`src/kit_pkg.sv`:
```
// ---------------------------------------------------------------------------
// kit_pkg: shared types and constants of the keyed index table
// Record and table-entry layouts, operation codes and a saturating
// increment used by the sequencer and its helper modules.
// ---------------------------------------------------------------------------
`default_nettype none

package kit_pkg;

  // Default table depth
  localparam int KIT_ENTRIES = 64;

  // Field widths
  localparam int KEY_W  = 64;
  localparam int ADDR_W = 32;
  localparam int SIZE_W = 16;
  localparam int HIT_W  = 8;
  localparam int CNT_W  = 32;
  localparam int MODE_W = 3;

  // Operation codes
  localparam logic [MODE_W-1:0] MODE_LOOKUP       = 3'd0;
  localparam logic [MODE_W-1:0] MODE_PEEK         = 3'd1;
  localparam logic [MODE_W-1:0] MODE_INSERT       = 3'd2;
  localparam logic [MODE_W-1:0] MODE_REPLACE_MTCH = 3'd3;
  localparam logic [MODE_W-1:0] MODE_REMOVE       = 3'd4;
  localparam logic [MODE_W-1:0] MODE_REMOVE_MTCH  = 3'd5;
  localparam logic [MODE_W-1:0] MODE_SET_HITS     = 3'd6;
  localparam logic [MODE_W-1:0] MODE_CLEAR        = 3'd7;

  // Record carried by each entry
  typedef struct packed {
    logic [ADDR_W-1:0] address;
    logic [SIZE_W-1:0] size;
    logic [HIT_W-1:0]  total_hits;
    logic [HIT_W-1:0]  current_hits;
  } rec_t;

  // One table word: valid flag, key and record
  typedef struct packed {
    logic             valid;
    logic [KEY_W-1:0] key;
    rec_t             rec;
  } entry_t;

  // Saturating 8-bit increment
  function automatic logic [HIT_W-1:0] sat_inc8(input logic [HIT_W-1:0] v);
    logic [HIT_W-1:0] r;
    r = (v == '1) ? v : v + HIT_W'(1);
    return r;
  endfunction

endpackage

`default_nettype wire

```
`src/kit_scan.sv`:
```
// ---------------------------------------------------------------------------
// kit_scan: shared key comparator
// Compares one table word per cycle with the request key and keeps the
// first matching slot with its record and the first free slot.
// ---------------------------------------------------------------------------
`default_nettype none

module kit_scan #(
  parameter int TABLE_ENTRIES = kit_pkg::KIT_ENTRIES
) (
  input  wire                                clk,
  input  wire                                rst_n,
  input  wire                                start,
  input  wire                                word_vld,
  input  wire  [$clog2(TABLE_ENTRIES)-1:0]   word_idx,
  input  wire  kit_pkg::entry_t              word,
  input  wire  [kit_pkg::KEY_W-1:0]          key,
  output logic                               hit,
  output logic [$clog2(TABLE_ENTRIES)-1:0]   hit_idx,
  output kit_pkg::rec_t                      hit_rec,
  output logic                               free_vld,
  output logic [$clog2(TABLE_ENTRIES)-1:0]   free_idx
);
  import kit_pkg::*;

  localparam int IDX_W = $clog2(TABLE_ENTRIES);

  logic             hit_r;
  logic [IDX_W-1:0] hit_idx_r;
  rec_t             hit_rec_r;
  logic             free_vld_r;
  logic [IDX_W-1:0] free_idx_r;
  logic             key_eq;

  assign key_eq = word.valid && (word.key == key);

  // Track first hit and first free slot over the sweep
  always_ff @(posedge clk) begin
    if (!rst_n || start) begin
      hit_r      <= 1'b0;
      free_vld_r <= 1'b0;
    end else if (word_vld) begin
      if (key_eq && !hit_r) begin
        hit_r <= 1'b1;
      end
      if (!word.valid && !free_vld_r) begin
        free_vld_r <= 1'b1;
      end
    end
  end

  // Capture slot indexes and record
  always_ff @(posedge clk) begin
    if (word_vld && key_eq && !hit_r) begin
      hit_idx_r <= word_idx;
      hit_rec_r <= word.rec;
    end
    if (word_vld && !word.valid && !free_vld_r) begin
      free_idx_r <= word_idx;
    end
  end

  assign hit      = hit_r;
  assign hit_idx  = hit_idx_r;
  assign hit_rec  = hit_rec_r;
  assign free_vld = free_vld_r;
  assign free_idx = free_idx_r;

endmodule

`default_nettype wire

```
`config.mk`:
```
export PLATFORM = sky130hd
export DESIGN_NAME = kit_scan
export DESIGN_NICKNAME = d
export VERILOG_FILES = /design/src/kit_pkg.sv /design/src/kit_scan.sv
export SDC_FILE = /design/constraint.sdc
export NUM_CORES = 1
export LEC_CHECK = 0
export BUFFER_PORTS_ARGS = -buffer_cell sky130_fd_sc_hd__buf_4
export CORE_AREA = 4 4 106 108
export CTS_CLUSTER_SIZE = 16
export DETAILED_ROUTE_END_ITERATION = 10
export DIE_AREA = 0 0 110 112
export PLACE_DENSITY_LB_ADDON = 0.3
export SYNTH_ARGS = -nofsm -noshare
export SYNTH_HDL_FRONTEND = slang
export SYNTH_SLANG_ARGS = --single-unit
```
`constraint.sdc`:
```
create_clock -name clk -period 5.82 [get_ports clk]
set_input_delay 0.291 -clock clk [delete_from_list [all_inputs] [get_ports clk]]
set_output_delay 0.291 -clock clk [all_outputs]
set_load 0.005 [all_outputs]
```
==> flow_metrics.env <==
export IMPL_worstPathArrival_ns=2.36
export IMPL_critPathCapture="hit_rec[7]"
export IMPL_ys_seq_elements=78
export IMPL_start_util_pct=31.60
export IMPL_finalSetupViolCount=0
export IMPL_gr_total_overflow=0
export IMPL_clock_fmax_mhz=417.2
export IMPL_avgSynthCellArea_sq_um=16.01
export IMPL_cts_num_sinks=78
export IMPL_cts_resized=0
export IMPL_via_per_inst=4.335
export IMPL_maxSlewViolCount=0
export IMPL_numCtsBuffers=9
export IMPL_leakagePower_uw=0.002369
export IMPL_yosysWarnings=0
export IMPL_grt_first_pass_wirelength_microns=14740
export IMPL_layout_nets=697
export IMPL_r2r_start="hit"
export IMPL_num_antenna_cells=0
export IMPL_worstSetupStartpointType="input port"
export IMPL_path_class="input port to register"
export IMPL_dp_cells=619
export IMPL_netlist_area_sq_um=3233
export IMPL_synthCells=202
export IMPL_ant_nets=0
export IMPL_first_iter_violations=66
export IMPL_grt_max_degree=71
export IMPL_skew_ns=0.008688
export IMPL_drcViolationCount=0
export IMPL_postCtsSetupRepairBufs=0
export IMPL_path_max_fanout=70
export IMPL_ys_seq_area_share_pct=71.83
export IMPL_synth_cell_types=17
export IMPL_timing_rr_end="hit_rec[7]"
export IMPL_place_congestion=0.7419
export IMPL_die_h_microns=112
export IMPL_rsz0062_at_grt="false"
export IMPL_drt_total_wl_microns=10590
export IMPL_dr_total_vias=2753
export IMPL_period_minus_slack_ns=2.397
export IMPL_dp_slack_ns=3.073
export IMPL_cts_root_buf="clkbuf_8"
export IMPL_area_growth_pct=76.78
export IMPL_drive_above_1_share_pct=59.92
export IMPL_clock_path_buffers=2
export IMPL_max_cap_violations=0
export IMPL_grt_total_usage_pct=16.21
export IMPL_io_pins=281
export IMPL_dpl_hpwl_microns=9330
export IMPL_grt_pass1_vias=2901
export IMPL_syn_nets=405
export IMPL_clkTransAtPathRegs_ns=0.08
export IMPL_final_setup_worst_slack_ns=3.423
export IMPL_slew_headroom_pct=42.88
export IMPL_reg2regPathDepth=4
export IMPL_final_cell_mix="281 x buf_4, 76 x edfxtp_1, 60 x xnor2_1, 18 x nand4_1, 16 x nand2_1"
export IMPL_required_ns=5.78
export IMPL_holdWs_ns=0.1224
export IMPL_tightest_slew_ns=0.8568
export IMPL_crit_path_end_kind="register"
export IMPL_power_density_nw_per_um2=207.8
export IMPL_setup_tns_ns=0
export IMPL_placed_cell_area_sq_um=5519
export IMPL_ctsHtreeMaxLevel=3
export IMPL_cts_hold_buf=0
export IMPL_wl_per_cell_microns=16.68
export IMPL_outcome="complete, no violations"
export IMPL_num_fill_cells=884
export IMPL_final_area_sq_um=5715
export IMPL_ir_drop_mv=0.1102
export IMPL_clk_latency_ns=0.33
export IMPL_drt_pass1_iterations=4
export IMPL_core_area_sq_um=10230
export IMPL_hold_viol=0
export IMPL_period_share_pct=41.18
export IMPL_grt_antenna_before_repair=0
export IMPL_portBuffers=280
export IMPL_row_count=37
export IMPL_cts_tree="built"
export IMPL_ff2ff_setup_slack_ns=3.46
export IMPL_instances_no_fill=635
export IMPL_die_width_microns=110
export IMPL_min_path_type="input port to register"
export IMPL_cp_startpoint="key[46]"
export IMPL_layout_commonest_cell="buf_4"
export IMPL_die_area_sq_um=12320
sequential cells by signal, indices dropped and copies added (netlist names):
signal and flops:
hit_rec 64, hit_idx 6, hit 1, free_idx 6
free_vld 1
layer usage:
| metal | part of all wire (%) | up-vias | GRT usage (%) |
|---|---|---|---|
| li1 | - | 1344 | - |
| met5 | 0 | - | 0 |
| met2 | 54 | 182 | 31.03 |
| met1 | 31 | 1211 | 15.18 |
| met4 | 2.3 | 0 | 5.902 |
| met3 | 12 | 16 | 6.029 |
power breakdown:
part | leakage [uW] | internal (uW) | switching (uW)
logic | 0.00157 | 122 | 60.6
clock network | 0.0000973 | 201 | 186
registers | 0.000701 | 617 | 0.633
total | 0.00237 | 940 | 247
area by class of cell:
| cell class | count | area, sq um | area share, % |
|---|---|---|---|
| flip-flops and latches | 78 | 2322 | 40.63 |
| repair buffers | 281 | 2110 | 36.91 |
| multi-input cells | 124 | 917.1 | 16.05 |
| well taps | 136 | 170.2 | 2.977 |
| clock buffers | 10 | 127.6 | 2.233 |
| clock inverters | 6 | 68.82 | 1.204 |
synth_stat cells:
master    number  area, sq um
edfxtp_1      76         2282
xnor2_1       60        525.5
nand4_1       18        112.6
nand2_1       16        60.06
nor3_1         4        20.02
nor4_1         4        25.02
xor2_1         4        35.03
nand3_1        3        15.01
nor2b_1        3        18.77
nor4b_1        3        26.28
dfxtp_1        2        40.04
nand4b_1       2        17.52
nor2_1         2        7.510
nor4_2         2        25.02
nor3_2         1        10.01
o21a_1         1        7.510
o21ai_1        1        5.000
stage by stage:
step / util (%) / total power (uW)
2_1_floorplan: - / 688.0
3_3_place_gp: 53.94 / 812.2
3_5_place_dp: 53.94 / 815.8
4_1_cts: 55.86 / 1207
5_1_grt: 55.86 / 1255
6_report: 55.86 / 1187
worst max-delay path: stages:
cell,delay [ns]
buf_4,0.11
xnor2_1,0.20
nand4_1,0.12
nor3_1,0.44
nand4_1,0.26
nor3_4,0.21
buf_4,0.67
kinds of logic (layout without fill, tap and decap cells):
logic type | count (synthesis) | after routing | synth area share (%)
DFF | 78 | 78 | 71.83
xor gates and xnor gates | 64 | 64 | 17.34
and+or+nand+nor | 58 | 58 | 10.45
AOI/OAI and AO/OA | 2 | 2 | 0.3869
buffers and inverters | 0 | 297 | 0
how the worst min path moves through the flow:
| stage | startpoint | endpoint | slack [ns] | cells past startpoint |
|---|---|---|---|---|
| after floorplan | word_idx[0] | free_idx[0] | 0.39 | 0 |
| after global placement | word[6] | hit_rec[6] | 0.47 | 1 |
| after detailed placement | word[6] | hit_rec[6] | 0.47 | 1 |
| after CTS | word[1] | hit_rec[1] | 0.1 | 1 |
| after global routing | word[21] | hit_rec[21] | 0.08 | 1 |
| final | word[1] | hit_rec[1] | 0.12 | 1 |
(Power assumes the default switching activity.)
